`src/rtl/qolt_pkg.sv`:
```
// Types, constants and helper functions of the quoted option line tokenizer.
package qolt_pkg;

   localparam int MAX_PARAMS_DEF  = 16;
   localparam int PARAM_CHARS_DEF = 256;
   localparam int CFG_W           = 5;
   localparam logic [CFG_W-1:0] PARAM_LIMIT_RESET = 5'd16;
   localparam int FIFO_DEPTH      = 4;

   localparam logic [7:0] CH_NUL   = 8'h00;
   localparam logic [7:0] CH_SPACE = 8'h20;
   localparam logic [7:0] CH_TAB   = 8'h09;
   localparam logic [7:0] CH_CR    = 8'h0D;
   localparam logic [7:0] CH_SEMI  = 8'h3B;
   localparam logic [7:0] CH_HASH  = 8'h23;
   localparam logic [7:0] CH_BSL   = 8'h5C;
   localparam logic [7:0] CH_DQ    = 8'h22;
   localparam logic [7:0] CH_SQ    = 8'h27;

   typedef enum logic [2:0] {
      PH_BETWEEN = 3'd0,
      PH_DQUOTE  = 3'd1,
      PH_BARE    = 3'd2,
      PH_SKIP    = 3'd3,
      PH_SQUOTE  = 3'd4
   } phase_type;

   typedef enum logic [1:0] {
      KIND_CHAR = 2'd0,
      KIND_END  = 2'd1,
      KIND_LINE = 2'd2
   } kind_type;

   typedef enum logic [2:0] {
      ST_OK        = 3'd0,
      ST_BAD_ESC   = 3'd1,
      ST_TOO_LONG  = 3'd2,
      ST_OPEN_DQ   = 3'd3,
      ST_OPEN_SQ   = 3'd4,
      ST_RESIDUAL  = 3'd5
   } status_type;

   typedef struct packed {
      kind_type   kind;
      logic [7:0] param_char;
      logic [3:0] param_index;
      logic [4:0] param_total;
      status_type line_status;
      logic       last;
   } rsp_type;

   // Up to two responses written into the output queue in the same cycle.
   typedef struct packed {
      logic [1:0] cnt;
      rsp_type    first;
      rsp_type    second;
   } push_type;

   function automatic logic is_blank(input logic [7:0] c);
      return (c == CH_NUL) || (c == CH_SPACE) || ((c >= CH_TAB) && (c <= CH_CR));
   endfunction

   function automatic status_type phase_status(input phase_type ph);
      status_type st;
      unique case (ph)
         PH_BETWEEN: st = ST_OK;
         PH_DQUOTE:  st = ST_OPEN_DQ;
         PH_SQUOTE:  st = ST_OPEN_SQ;
         default:    st = ST_RESIDUAL;
      endcase
      return st;
   endfunction

endpackage

```
`src/rtl/qolt_scan.sv`:
```
// Tokenizer state and the per-character decode that produces the responses.
module qolt_scan #(
   parameter int MAX_PARAMS  = qolt_pkg::MAX_PARAMS_DEF,
   parameter int PARAM_CHARS = qolt_pkg::PARAM_CHARS_DEF
) (
   input  logic                        clock,
   input  logic                        reset,
   input  logic                        step,
   input  logic [7:0]                  char_code,
   input  logic [qolt_pkg::CFG_W-1:0]  param_limit,
   output qolt_pkg::push_type          push
);
   import qolt_pkg::*;

   localparam int PD_W  = $clog2(MAX_PARAMS + 1);
   localparam int CC_W  = $clog2(PARAM_CHARS + 1);
   localparam int CMP_W = (PD_W > CFG_W) ? PD_W : CFG_W;

   phase_type         phase_ff, phase_in;
   logic              esc_ff, esc_in;
   logic [CC_W-1:0]   cc_ff, cc_in;
   logic [PD_W-1:0]   pd_ff, pd_in;
   status_type        ek_ff, ek_in;

   logic              active, esc_start, consumed, have, done, stop_mark;
   logic              bad_esc, long_err, emit_char, lim_stop, any_stop, line_end;
   phase_type         phase_mid, phase_fin;
   status_type        err, ek_fin, line_st;
   logic [PD_W-1:0]   pd_mid;
   logic [CMP_W-1:0]  lim_eff;
   rsp_type           char_rsp, end_rsp, line_rsp;

   // Decode of the current character against the current phase.
   always_comb begin
      active    = (phase_ff != PH_SKIP);
      esc_start = 1'b0;
      have      = 1'b0;
      done      = 1'b0;
      stop_mark = 1'b0;
      phase_mid = phase_ff;
      if (active) begin
         if (!esc_ff && (char_code == CH_BSL) && (phase_ff != PH_SQUOTE)) begin
            esc_start = 1'b1;
         end else begin
            unique case (phase_ff)
               PH_BETWEEN: begin
                  if (!is_blank(char_code)) begin
                     if ((char_code == CH_SEMI) || (char_code == CH_HASH)) begin
                        stop_mark = 1'b1;
                     end else if (!esc_ff && (char_code == CH_DQ)) begin
                        phase_mid = PH_DQUOTE;
                     end else if (!esc_ff && (char_code == CH_SQ)) begin
                        phase_mid = PH_SQUOTE;
                     end else begin
                        have      = 1'b1;
                        phase_mid = PH_BARE;
                     end
                  end
               end
               PH_BARE: begin
                  if (!esc_ff && is_blank(char_code)) done = 1'b1;
                  else have = (char_code != CH_NUL);
               end
               PH_DQUOTE: begin
                  if (!esc_ff && (char_code == CH_DQ)) done = 1'b1;
                  else have = (char_code != CH_NUL);
               end
               default: begin
                  if (char_code == CH_SQ) done = 1'b1;
                  else have = (char_code != CH_NUL);
               end
            endcase
            if (done) phase_mid = PH_BETWEEN;
         end
      end
      consumed  = active && !esc_start;
      pd_mid    = done ? PD_W'(pd_ff + 1'b1) : pd_ff;
      bad_esc   = consumed && !stop_mark && esc_ff && have &&
                  !((char_code == CH_BSL) || (char_code == CH_DQ) || is_blank(char_code));
      long_err  = active && !stop_mark && !bad_esc && have &&
                  (cc_ff >= CC_W'(PARAM_CHARS));
      emit_char = active && !stop_mark && !bad_esc && have && !long_err;
      err       = bad_esc ? ST_BAD_ESC : (long_err ? ST_TOO_LONG : ST_OK);
      lim_eff   = (CMP_W'(param_limit) > CMP_W'(MAX_PARAMS)) ? CMP_W'(MAX_PARAMS)
                                                              : CMP_W'(param_limit);
      lim_stop  = active && !stop_mark && (err == ST_OK) && (CMP_W'(pd_mid) >= lim_eff);
      any_stop  = stop_mark || lim_stop;
      phase_fin = ((err != ST_OK) || any_stop) ? PH_SKIP : phase_mid;
      ek_fin    = (err != ST_OK) ? err : (any_stop ? phase_status(phase_mid) : ek_ff);
      line_end  = (char_code == CH_NUL);
      line_st   = (phase_fin == PH_SKIP) ? ek_fin : phase_status(phase_fin);
   end

   // Next state.
   always_comb begin
      if (line_end) begin
         phase_in = PH_BETWEEN;
         esc_in   = 1'b0;
         cc_in    = '0;
         pd_in    = '0;
         ek_in    = ST_OK;
      end else begin
         phase_in = phase_fin;
         esc_in   = esc_start ? 1'b1 : ((consumed && !stop_mark) ? 1'b0 : esc_ff);
         cc_in    = done ? '0 : (emit_char ? CC_W'(cc_ff + 1'b1) : cc_ff);
         pd_in    = pd_mid;
         ek_in    = ek_fin;
      end
   end

   // Responses: a character or a parameter end, then possibly the line result.
   always_comb begin
      char_rsp             = '0;
      char_rsp.kind        = KIND_CHAR;
      char_rsp.param_char  = char_code;
      char_rsp.param_index = 4'(pd_mid);
      char_rsp.line_status = ST_OK;
      char_rsp.last        = !line_end;

      end_rsp              = '0;
      end_rsp.kind         = KIND_END;
      end_rsp.param_index  = 4'(pd_ff);
      end_rsp.line_status  = ST_OK;
      end_rsp.last         = !line_end;

      line_rsp             = '0;
      line_rsp.kind        = KIND_LINE;
      line_rsp.param_total = (line_st == ST_OK) ? 5'(pd_mid) : 5'd0;
      line_rsp.line_status = line_st;
      line_rsp.last        = 1'b1;

      push        = '0;
      push.first  = emit_char ? char_rsp : (done ? end_rsp : line_rsp);
      push.second = line_rsp;
      if (step) begin
         push.cnt = 2'((emit_char || done) ? 1 : 0) + 2'(line_end ? 1 : 0);
      end
   end

   always_ff @(posedge clock) begin
      if (reset) begin
         phase_ff <= PH_BETWEEN;
         esc_ff   <= 1'b0;
         cc_ff    <= '0;
         pd_ff    <= '0;
         ek_ff    <= ST_OK;
      end else if (step) begin
         phase_ff <= phase_in;
         esc_ff   <= esc_in;
         cc_ff    <= cc_in;
         pd_ff    <= pd_in;
         ek_ff    <= ek_in;
      end
   end

endmodule

```
`src/rtl/qolt_rsp_fifo.sv`:
```
// Small response queue that takes up to two responses a cycle and gives one.
module qolt_rsp_fifo (
   input  logic               clock,
   input  logic               reset,
   input  qolt_pkg::push_type push,
   output logic               room,
   output logic               rsp_valid,
   input  logic               rsp_ready,
   output qolt_pkg::rsp_type  rsp_data
);
   import qolt_pkg::*;

   localparam int PTR_W = $clog2(FIFO_DEPTH);
   localparam int CNT_W = $clog2(FIFO_DEPTH + 1);

   rsp_type           mem [FIFO_DEPTH];
   logic [PTR_W-1:0]  wr_ptr_ff, wr_ptr_in;
   logic [PTR_W-1:0]  rd_ptr_ff, rd_ptr_in;
   logic [CNT_W-1:0]  count_ff, count_in;
   logic              pop;

   assign rsp_valid = (count_ff != '0);
   assign rsp_data  = mem[rd_ptr_ff];
   assign pop       = rsp_valid && rsp_ready;
   // Room for two more responses regardless of what leaves this cycle.
   assign room      = (count_ff <= CNT_W'(FIFO_DEPTH - 2));

   always_comb begin
      wr_ptr_in = PTR_W'(wr_ptr_ff + PTR_W'(push.cnt));
      rd_ptr_in = pop ? PTR_W'(rd_ptr_ff + 1'b1) : rd_ptr_ff;
      count_in  = CNT_W'(count_ff + CNT_W'(push.cnt) - CNT_W'(pop));
   end

   always_ff @(posedge clock) begin
      if (push.cnt != 2'd0) mem[wr_ptr_ff] <= push.first;
      if (push.cnt == 2'd2) mem[PTR_W'(wr_ptr_ff + 1'b1)] <= push.second;
   end

   always_ff @(posedge clock) begin
      if (reset) begin
         wr_ptr_ff <= '0;
         rd_ptr_ff <= '0;
         count_ff  <= '0;
      end else begin
         wr_ptr_ff <= wr_ptr_in;
         rd_ptr_ff <= rd_ptr_in;
         count_ff  <= count_in;
      end
   end

endmodule

```
`src/rtl/quoted_option_line_tokenizer.sv`:
```
// A request is registered, decoded and queued in a four-entry response queue.
// Throughput: one request per cycle while the queue has room; a line end that
//   also closes a word gives two responses, read one per cycle on rsp_ready.
// The input register stalls only while that queue holds more than two responses.
// Reset is synchronous: it empties the queue, clears the line state and sets
//   param_limit to 16.
module quoted_option_line_tokenizer #(
   parameter int MAX_PARAMS  = qolt_pkg::MAX_PARAMS_DEF,
   parameter int PARAM_CHARS = qolt_pkg::PARAM_CHARS_DEF
) (
   input  logic                       clock,
   input  logic                       reset,
   input  logic                       req_valid,
   output logic                       req_ready,
   input  logic [7:0]                 req_char_code,
   output logic                       rsp_valid,
   input  logic                       rsp_ready,
   output logic [1:0]                 rsp_kind,
   output logic [7:0]                 rsp_param_char,
   output logic [3:0]                 rsp_param_index,
   output logic [4:0]                 rsp_param_total,
   output logic [2:0]                 rsp_line_status,
   output logic                       rsp_last,
   input  logic                       csr_wr_en,
   input  logic [qolt_pkg::CFG_W-1:0] csr_wr_data
);
   import qolt_pkg::*;

   logic             in_vld_ff, in_vld_in;
   logic [7:0]       char_ff;
   logic [CFG_W-1:0] limit_ff;
   logic             room, step;
   push_type         push;
   rsp_type          rsp_data;

   assign step      = in_vld_ff && room;
   assign req_ready = !in_vld_ff || step;
   assign in_vld_in = (req_valid && req_ready) ? 1'b1 : (step ? 1'b0 : in_vld_ff);

   always_ff @(posedge clock) begin
      if (reset) begin
         in_vld_ff <= 1'b0;
         limit_ff  <= PARAM_LIMIT_RESET;
      end else begin
         in_vld_ff <= in_vld_in;
         if (csr_wr_en) limit_ff <= csr_wr_data;
      end
   end

   always_ff @(posedge clock) begin
      if (req_valid && req_ready) char_ff <= req_char_code;
   end

   qolt_scan #(
      .MAX_PARAMS  (MAX_PARAMS),
      .PARAM_CHARS (PARAM_CHARS)
   ) u_scan (
      .clock       (clock),
      .reset       (reset),
      .step        (step),
      .char_code   (char_ff),
      .param_limit (limit_ff),
      .push        (push)
   );

   qolt_rsp_fifo u_fifo (
      .clock     (clock),
      .reset     (reset),
      .push      (push),
      .room      (room),
      .rsp_valid (rsp_valid),
      .rsp_ready (rsp_ready),
      .rsp_data  (rsp_data)
   );

   assign rsp_kind        = rsp_data.kind;
   assign rsp_param_char  = rsp_data.param_char;
   assign rsp_param_index = rsp_data.param_index;
   assign rsp_param_total = rsp_data.param_total;
   assign rsp_line_status = rsp_data.line_status;
   assign rsp_last        = rsp_data.last;

endmodule

```
`config.mk`:
```
export PLATFORM = sky130hd
export DESIGN_NAME = quoted_option_line_tokenizer
export DESIGN_NICKNAME = d
export VERILOG_FILES = /design/src/rtl/qolt_pkg.sv /design/src/rtl/qolt_scan.sv /design/src/rtl/qolt_rsp_fifo.sv /design/src/rtl/quoted_option_line_tokenizer.sv
export SDC_FILE = /design/constraint.sdc
export NUM_CORES = 1
export LEC_CHECK = 0
export BUFFER_PORTS_ARGS = -buffer_cell sky130_fd_sc_hd__buf_2
export CAP_MARGIN = 20
export CORE_ASPECT_RATIO = 0.9
export CORE_UTILIZATION = 65
export DETAILED_ROUTE_END_ITERATION = 10
export HOLD_SLACK_MARGIN = 0.06
export PLACE_DENSITY_LB_ADDON = 0.1
export SYNTH_ARGS = -nofsm -noshare
export SYNTH_HDL_FRONTEND = slang
export SYNTH_SLANG_ARGS = --single-unit
```
`constraint.sdc`:
```
create_clock -name clock -period 10.7 [get_ports clock]
set_input_delay 1.605 -clock clock [delete_from_list [all_inputs] [get_ports clock]]
set_output_delay 1.605 -clock clock [all_outputs]
set_load 0.02 [all_outputs]
```
==> impl_metrics.py, run 1 <==
metrics = {
    "worst_setup_path": {
        "required_ns": 11.01,
        "critPathTopFamily": "compound AO/OA/AOI/OAI gates",
        "cp-start-kind": "flip-flop",
        "critPathCaptureType": "flip-flop",
        "arrival_ns": 6.13,
        "crit_slowest_cell": "o22a_1",
        "crit_type": "reg2reg",
        "worst-path-buf-inv": 1,
        "r2r_end": "u_fifo.mem[1][7]",
        "ff2ff_path_depth": 15,
        "r2r-start": "char_ff[4]",
        "reg2reg_setup_slack_ns": 4.88,
        "crit_path_cell_trace": "nor4_4, nand3_1, o21ai_0, o22a_1, nand4_1, xor2_1, inv_1, ha_1, o21a_1, a211oi_1, or2_2, nand2_1, o311ai_4, o211ai_2, nor3_1",
        "slowest_delay_ns": 0.68,
        "crit_fanout": 21,
    },
    "timing": {
        "clock.fmax_mhz": 171.7,
        "max_slew_margin_pct": 30.51,
        "finalWorstSetupSlack_ns": 4.877,
        "fin_tns_setup_ns": 0,
        "setup_viol": 0,
        "hold_viol_final": 0,
        "fin_crit_ns": 5.823,
        "clock_skew_ns": 0.01030,
        "worst_hold_slack_ns": 0.4567,
        "drv_slew": 0,
        "worst_slew_pin_slew_ns": 1.039,
        "rsz0062_at_grt": "no",
        "timing.final.crit_share_pct": 54.42,
    },
    "die": {
        "start_util_pct": 67.39,
        "die_area_sq_um": 10510,
        "ios": 43,
        "dieWidth_um": 107.9,
        "die_y_um": 97.34,
        "core_area_sq_um": 9742,
        "rows": 34,
    },
    "route": {
        "dr.pass1.iters": 5,
        "num_vias": 5053,
        "wl_met3_um": 1135,
        "drt_iter0_drc": 439,
        "wl_per_cell_um": 19.75,
        "top_layer": "met4",
        "wl_um": 15370,
        "vias_per_cell": 6.495,
        "wl_met1_um": 6724,
        "met2_length_um": 7254,
        "postRouteAntennaNets": 0,
        "drcViolationCount": 0,
    },
    "logic_synthesis": {
        "ys.flop_type": "dfxtp_1",
        "ys_async_sr_fraction_pct": 0,
        "synth_edf_count": 40,
        "synth_nets": 648,
        "synth_area_sq_um": 6565,
        "synthCells": 615,
        "ys_types": 77,
        "synth_seq_cells": 136,
        "seq_area_frac_synth_pct": 47.57,
        "synth.avg_cell_area_sq_um": 10.67,
        "ys_warn_count": 0,
    },
    "cts": {
        "clock-sinks": 136,
        "hold_buffers": 0,
        "cts-root-buf": "clkbuf_8",
        "cts_inserted_buffers": 17,
        "clkTransAtPathRegs_ns": 0.06,
        "ctsResizeCount": 0,
        "cts-htree-levels": 4,
        "cts_tree": "built",
        "cts_setup_buffers": 0,
        "clk_latency_ns": 0.52,
        "cts_max_path_buffers": 2,
    },
    "power": {
        "clockPowerShare_pct": 35.1,
        "ir_drop_v": 0.0001945,
        "switching_share_pct": 30.29,
        "p_sw_mw": 0.4956,
        "power.total_mw": 1.636,
        "p_per_area_nw_per_um2": 223.4,
        "seq_power_share_pct": 40.4,
        "leakage_nw": 2.748,
        "p_int_mw": 1.141,
        "p_comb_share_pct": 24.5,
    },
    "placed_design": {
        "io_buffers": 42,
        "gp_congestion": 0.9307,
        "dp_slack_ns": 5.179,
        "place_area_sq_um": 6739,
        "dp_hpwl_um": 10520,
        "dp.cells": 746,
    },
    "min_path": {
        "hold_depth": 2,
        "hold_path.class": "reg2reg",
        "worstHoldStart": "u_fifo.mem[3][22]",
        "holdPathEnd": "u_fifo.mem[3][22]",
    },
    "cells_and_area": {
        "mostFrequentLayoutCells": "dfxtp_1 (96), nor2_1 (54), nand2_1 (44)",
        "final_cell_area_sq_um": 7325,
        "drive_gt1_share_pct": 18.71,
        "areaGrowthSynthToFinish_pct": 11.57,
        "filler_cell_count": 636,
        "finalNonFillerCells": 778,
        "mostFrequentLayoutCell": "dfxtp_1",
        "antenna_cells": 0,
        "finish.utilization_pct": 75.19,
        "final_nets": 672,
    },
    "global_route": {
        "overflow": 0,
        "track_usage_pct": 31.26,
        "grt_first_pass_wirelength_um": 24760,
        "grt_pass1_vias": 4841,
        "grt_max_degree": 31,
        "antenna_found_initial": 0,
    },
    "run_status": {
        "status": "complete, no violations",
    },
    "flow_run": {
        "maxCapViolations": 0,
    },
}
==> how the worst max path moves through the flow <==
| stage | startpoint | slack [ns] | depth (start not counted) | endpoint |
|---|---|---|---|---|
| 2_1_floorplan | char_ff[7] | 6.27 | 19 | u_fifo.mem[0][8] |
| 3_3_place_gp | char_ff[4] | 5.25 | 15 | u_fifo.mem[0][6] |
| 3_5_place_dp | char_ff[4] | 5.18 | 15 | u_fifo.mem[1][8] |
| 4_1_cts | char_ff[4] | 5.00 | 15 | u_fifo.mem[1][7] |
| 5_1_grt | char_ff[4] | 4.61 | 15 | u_fifo.mem[1][7] |
| 6_report | char_ff[4] | 4.88 | 15 | u_fifo.mem[1][7] |
==> registers in the layout (all words and copies together) (netlist names), 3 cells and up, named ones only <==
name and cells:
char_ff 8, u_fifo.count_ff 3, limit_ff 5, u_fifo.mem 92
u_scan.ek_ff 3, u_scan.pd_ff 5, u_scan.cc_ff 9, u_scan.phase_ff 3
==> kinds of logic (layout without fill, tap and decap cells) <==
kind of cell | count (synthesis) | count (layout) | share of synthesized area, %
AND/OR/NAND/NOR | 215 | 215 | 17.32
AO/OA/AOI/OAI | 143 | 143 | 16.81
flip-flops | 136 | 136 | 47.57
buffers and inverters | 63 | 100 | 4.612
multiplexers | 30 | 30 | 8.977
adder cells (fa/ha/maj) | 15 | 15 | 2.973
XOR/XNOR | 13 | 13 | 1.734
==> worst min-delay path, cell delays in order, from the launching register on <==
cell and delay [ns]:
dfxtp_1 0.31, nand2_1 0.06, nand2_1 0.04
==> power by group through the flow <==
stage / Clock (mW) / Sequential, mW / Combinational (mW)
5_1_grt: 0.603 / 0.669 / 0.434
4_1_cts: 0.581 / 0.659 / 0.403
6_report: 0.574 / 0.661 / 0.401
2_1_floorplan: 0 / 0.644 / 0.322
3_3_place_gp: 0 / 0.666 / 0.393
3_5_place_dp: 0 / 0.669 / 0.400
==> per-layer routing <==
layer / vias up / track usage (%)
li1: 2348 / -
met1: 2462 / 43.36
met2: 220 / 47.93
met3: 23 / 7.042
met4: 0 / 11.38
met5: - / 0
==> synthesized netlist by cell type (8+ instances only) <==
master    instances  share of area, %
clkbuf_1         24               1.4
ha_1             14               2.7
a21oi_1          17               1.3
or3_1            14               1.3
dfxtp_1          96                29
nand2_1          44               2.5
xor2_1            8               1.1
nor3_1           35               2.7
a22o_1           42               5.6
o21ai_1           8              0.61
edfxtp_1         40                18
o21ai_0          19               1.4
nand3_1          10              0.76
inv_1            21               1.2
nor2_1           54               3.1
mux4_2           23               7.9
==> cell type report <==
| type | count | area [sq um] | share of cell area (%) |
|---|---|---|---|
| multi-input combinational | 416 | 3139 | 42.86 |
| sequential | 136 | 3123 | 42.64 |
| inverter | 23 | 86.33 | 1.179 |
| clock buffer | 25 | 506.7 | 6.918 |
| tap | 126 | 157.7 | 2.152 |
| timing repair buffer | 45 | 232.7 | 3.177 |
| clock inverter | 7 | 78.83 | 1.076 |
Note: power is estimated with default switching activity, not from simulation.
==> run 2: changes to the inputs <==
- ABC_AREA: default -> 1
- CORE_UTILIZATION: 65 -> 60
- clock period: 10.7 -> 5.9 ns (I/O delays scaled with it)
==> impl_metrics.py, run 2 <==
metrics = {
    "run_status": {
        "status": "finished, violations left",
        "violations": "design-rule violations",
    },
    "logic_synthesis": {
        "synth_area_sq_um": 6436,
        "synth_top_area_share_pct": 29.86,
        "synthTopCellsByCount": "nor2_1 (127), nand2_1 (124), o21ai_0 (104), dfxtp_1 (96), inv_1 (61)",
        "synth_seq_cells": 136,
        "ys_async_sr_fraction_pct": 0,
        "synth_area_leaders": "dfxtp_1 (30%), edfxtp_1 (19%), o21ai_0 (8.1%), nor2_1 (7.4%), nand2_1 (7.2%)",
        "ys_warn_count": 0,
        "synth_edf_count": 40,
        "yosysTopAreaCell": "dfxtp_1",
        "seq_area_frac_synth_pct": 48.52,
        "synth_nets": 817,
        "synth.avg_cell_area_sq_um": 8.209,
        "ys.flop_type": "dfxtp_1",
        "yosysMostFrequentCell": "nor2_1",
        "ys_types": 43,
        "synthCells": 784,
    },
    "cts": {
        "hold_buffers": 0,
        "cts_setup_buffers": 0,
        "cts-htree-levels": 4,
        "clock-sinks": 136,
        "cts-root-buf": "clkbuf_16",
        "cts_tree": "built",
        "clkTransAtPathRegs_ns": 0.06,
        "cts_inserted_buffers": 17,
        "ctsResizeCount": 0,
        "cts_max_path_buffers": 2,
        "clk_latency_ns": 0.42,
    },
    "placed_design": {
        "gp_congestion": 0.8961,
        "dp_hpwl_um": 10430,
        "io_buffers": 42,
        "place_area_sq_um": 6743,
    },
    "route": {
        "wl_per_cell_um": 16.49,
        "drcViolationCount": 10,
        "wl_um": 15910,
        "vias_per_cell": 5.887,
        "num_vias": 5681,
        "postRouteAntennaNets": 0,
        "dr.pass1.iters": 9,
        "drt_iter0_drc": 663,
    },
    "timing": {
        "clock.fmax_mhz": 207.4,
        "rsz0062_at_grt": "no",
        "drv_slew": 0,
        "clock_skew_ns": 0.01131,
        "fin_tns_setup_ns": 0,
        "setup_viol": 0,
        "max_slew_margin_pct": 34.07,
        "worst_slew_pin_slew_ns": 0.9852,
        "hold_viol_final": 0,
        "timing.final.crit_share_pct": 81.71,
        "fin_crit_ns": 4.821,
    },
    "cells_and_area": {
        "final_nets": 856,
        "mostFrequentLayoutCells": "nor2_1 (127), nand2_1 (124), o21ai_0 (104)",
        "drive_gt1_share_pct": 15.19,
        "final_cell_area_sq_um": 7373,
        "areaGrowthSynthToFinish_pct": 14.56,
        "mostFrequentLayoutCell": "nor2_1",
        "finish.utilization_pct": 71.34,
        "largest_register": "u_fifo.mem",
        "largest_register_ffs": 92,
        "antenna_cells": 0,
        "reg_top3": "u_fifo.mem: 92 flops, u_scan.cc_ff: 9 flops, char_ff: 8 flops",
    },
    "worst_setup_path": {
        "crit_slowest_cell": "edfxtp_1",
        "reg2reg_setup_slack_ns": 1.08,
        "crit_type": "reg2reg",
        "critPathCaptureType": "flip-flop",
        "cp-start-kind": "flip-flop",
        "worst-path-buf-inv": 4,
        "slowest_delay_ns": 0.46,
        "arrival_ns": 5.08,
        "critPathTopFamily": "simple AND/OR/NAND/NOR gates",
        "crit_fanout": 12,
        "crit_top_cell": "nand2_1",
        "required_ns": 6.16,
    },
    "global_route": {
        "busiest_layer": "met2",
        "track_usage_pct": 29.89,
        "use_met3_pct": 6.824,
        "use_met2_pct": 48.89,
        "overflow": 0,
        "grt_pass1_vias": 5331,
        "antenna_found_initial": 0,
        "grt_first_pass_wirelength_um": 26150,
        "use_met1_pct": 39.19,
        "grt_max_degree": 48,
    },
    "power": {
        "p_per_area_nw_per_um2": 435.9,
        "ir_drop_v": 0.0002728,
        "leakage_nw": 3.132,
        "power.total_mw": 3.214,
    },
    "die": {
        "start_util_pct": 62.28,
        "rows": 35,
        "die_y_um": 100.3,
        "die_area_sq_um": 11150,
        "ios": 43,
        "core_area_sq_um": 10330,
        "dieWidth_um": 111.2,
    },
    "flow_run": {
        "maxCapViolations": 0,
    },
    "min_path": {
        "hold_path.class": "reg2reg",
    },
}
## run 2: changes by cell type after synthesis, sizes merged, moves of 13 or more
| cell | previous run | this run |
|---|---|---|
| a22o | 42 | 12 |
| nand2 | 44 | 138 |
| nor2 | 55 | 132 |
| o22ai | 0 | 24 |
| o21ai | 27 | 110 |
| or3 | 14 | 0 |
| mux4 | 23 | 0 |
| buf | 16 | 3 |
| inv | 23 | 71 |
| a21oi | 21 | 35 |
| nor3 | 39 | 18 |
## run 2: cells by family (layout without fill, tap and decap cells)
| logic type | after synthesis | count (layout) | share of synthesized area (%) |
|---|---|---|---|
| and+or+nand+nor | 328 | 328 | 23.21 |
| AOI/OAI and AO/OA | 193 | 193 | 17.61 |
| DFF | 136 | 136 | 48.52 |
| buffers and inverters | 100 | 152 | 5.988 |
| adders and majority gates | 15 | 15 | 3.033 |
| xor gates and xnor gates | 12 | 12 | 1.633 |
## run 2: path summary, 6_finish.rpt
kind,endpoint,depth (start not counted),from
min,u_fifo.mem[3][22],2,u_fifo.mem[3][22]
max reg2reg,u_fifo.mem[3][7],28,char_ff[4]
min reg2reg,u_fifo.mem[3][22],2,u_fifo.mem[3][22]
max,u_fifo.mem[3][7],28,char_ff[4]
## run 2: metal layers
metal	routed length, um	share of wire (%)
met5	0	0
met3	1329	8.4
met4	209	1.3
met1	6831	43
met2	7540	47
## run 2: metrics by stage
step	hold WS (ns)	worst slack [ns]	instances
floorplan	0.4219	2.106	784
global placement	0.4333	1.077	930
detailed placement	0.4379	1.014	931
CTS	0.4532	0.9508	963
global route	0.4783	0.6582	965
finish	0.4552	1.079	965
## run 2: final cells by class
type / count / area (sq um)
sequential: 136 / 3123
timing repair buffer: 48 / 279.0
clock inverter: 12 / 133.9
multi-input combinational: 548 / 2928
inverter: 72 / 270.3
clock buffer: 20 / 478.0
tap: 129 / 161.4
fill: 816 / 2962
## run 2: where the power goes
group / internal (mW) / total, mW / switching [mW] / leakage [nW]
logic: 0.294 / 0.916 / 0.622 / 1.66
clock network: 0.674 / 1.09 / 0.418 / 0.303
registers: 1.11 / 1.21 / 0.0953 / 1.17
## run 2: worst reg2reg max path: cells and delay by family, from the launching register on
family	cells	cell delay [ns]
simple gates	19	2.26
fa+ha+maj	1	0.34
buf+inv	4	0.37
xor+xnor	1	0.43
flops	1	0.46
compound gates	3	0.84
==> run 3: changes to the inputs <==
- ABC_AREA: 1 -> 0
- CORE_UTILIZATION: 60 -> 55
- clock period: 5.9 -> 4.2 ns (I/O delays scaled with it)
==> impl_metrics.py, run 3 (same netlist as run 1, synthesis figures left out) <==
metrics = {
    "run_status": {
        "status": "complete, no violations",
    },
    "die": {
        "die_area_sq_um": 12380,
        "dieWidth_um": 117.2,
        "start_util_pct": 56.95,
        "ios": 43,
        "core_area_sq_um": 11530,
        "die_y_um": 105.6,
        "rows": 37,
    },
    "worst_setup_path": {
        "arrival_ns": 4.36,
        "ff2ff_path_depth": 16,
        "crit_type": "reg2reg",
        "critPathCaptureType": "flip-flop",
        "cp-start-kind": "flip-flop",
        "crit_fanout": 20,
        "required_ns": 4.37,
    },
    "timing": {
        "clock_skew_ns": 0.007420,
        "setup_viol": 0,
        "clock.fmax_mhz": 239.2,
        "fin_crit_ns": 4.181,
        "hold_viol_final": 0,
        "timing.final.crit_share_pct": 99.55,
        "max_slew_margin_pct": 36.30,
        "rsz0062_at_grt": "yes",
        "worst_slew_pin_slew_ns": 0.9541,
        "drv_slew": 0,
        "worst_hold_slack_ns": 0.3799,
    },
    "cells_and_area": {
        "areaGrowthSynthToFinish_pct": 21.92,
        "reg_top3": "u_fifo.mem: 92 flops, u_scan.cc_ff: 9 flops, char_ff: 8 flops",
        "drive_gt1_share_pct": 28.01,
        "filler_cell_count": 856,
        "mostFrequentLayoutCell": "dfxtp_1",
        "final_nets": 734,
        "largest_register": "u_fifo.mem",
        "antenna_cells": 0,
        "mostFrequentLayoutCells": "dfxtp_1 (96), buf_4 (56), nor2_1 (53)",
        "largest_register_ffs": 92,
    },
    "placed_design": {
        "dp_hpwl_um": 11220,
        "gp_congestion": 0.9281,
        "io_buffers": 42,
    },
    "power": {
        "power.total_mw": 4.272,
        "leakage_nw": 3.090,
        "p_per_area_nw_per_um2": 533.8,
        "ir_drop_v": 0.0003360,
    },
    "route": {
        "num_vias": 5285,
        "drt_iter0_drc": 512,
        "wl_um": 16260,
        "wl_per_cell_um": 18.69,
        "vias_per_cell": 6.075,
        "dr.pass1.iters": 5,
        "postRouteAntennaNets": 0,
        "drcViolationCount": 0,
    },
    "global_route": {
        "grt_pass1_vias": 5064,
        "grt_first_pass_wirelength_um": 25830,
        "overflow": 0,
        "antenna_found_initial": 0,
        "track_usage_pct": 27.87,
        "grt_max_degree": 31,
    },
    "cts": {
        "cts_inserted_buffers": 17,
        "hold_buffers": 0,
        "cts_tree": "built",
        "cts-root-buf": "clkbuf_16",
        "cts_max_path_buffers": 2,
        "cts-htree-levels": 4,
        "clk_latency_ns": 0.42,
        "clock-sinks": 136,
        "clkTransAtPathRegs_ns": 0.06,
    },
    "min_path": {
        "hold_path.class": "in2reg",
        "hold_depth": 1,
    },
    "flow_run": {
        "maxCapViolations": 0,
    },
}
==> run 3: where the power goes <==
part           internal (mW)  switching, mW
clock network          0.899          0.561
logic                  0.546          0.579
registers               1.55          0.141
total                   2.99           1.28
==> run 3: what timing repair did <==
item,in CTS,in global routing
hold endpoints to repair,0,0
pin swaps,0,10
endpoints found under the setup margin,25,105
setup buffers,0,9
gates resized for setup,4,19
==> run 3: worst paths after layout <==
path | start | end | slack, ns
hold reg to reg | u_fifo.mem[0][22] | u_fifo.mem[0][22] | 0.46
setup / recovery | char_ff[4] | u_fifo.mem[3][6] | 0.02
setup reg to reg | char_ff[4] | u_fifo.mem[3][6] | 0.02
hold / removal | req_char_code[6] | char_ff[6] | 0.38
==> run 3: cell type report <==
class	count	area (sq um)	share of cell area, %
Clock buffer	23	499.2	6.237
Clock inverter	9	87.58	1.094
Inverter	23	86.33	1.079
Multi-Input combinational cell	416	3219	40.22
Sequential cell	136	3123	39.02
Tap cell	156	195.2	2.439
Timing Repair Buffer	107	793.3	9.911
==> run 3: worst max-delay path: stages (launching register included) <==
cell and delay, ns:
edfxtp_1 0.49, or2_1 0.27, or4_1 0.46, o31ai_1 0.09, o22a_2 0.27, nand4_1 0.18
xor2_2 0.26, inv_2 0.09, ha_1 0.29, o21a_1 0.20, a211oi_2 0.28, o21ai_1 0.13
a2111oi_2 0.41, o21bai_2 0.15, o211ai_2 0.10, buf_12 0.18, nor3_1 0.06
==> run 3: metrics by stage <==
| step | worst slack (ns) | setup TNS [ns] | util, % | cells | cell area, sq um |
|---|---|---|---|---|---|
| 2_1_floorplan | 0.005882 | 0 | - | 615 | 6570 |
| 3_3_place_gp | 0.001455 | 0 | 63.01 | 829 | 7263 |
| 3_5_place_dp | -0.1258 | -2.218 | 63.01 | 829 | 7263 |
| 4_1_cts | 0.02240 | 0 | 68.25 | 861 | 7868 |
| 5_1_grt | -0.2206 | -4.364 | 69.43 | 870 | 8004 |
| 6_report | 0.01901 | 0 | 69.43 | 870 | 8004 |
==> run 3: routing by layer <==
layer,routed length (um),vias up,track usage [%],part of all wire (%)
met4,242,0,9.946,1.5
met5,0,-,0,0
met3,942,21,6.268,5.8
li1,-,2458,-,-
met1,7273,2621,36.45,45
met2,7800,185,44.96,48
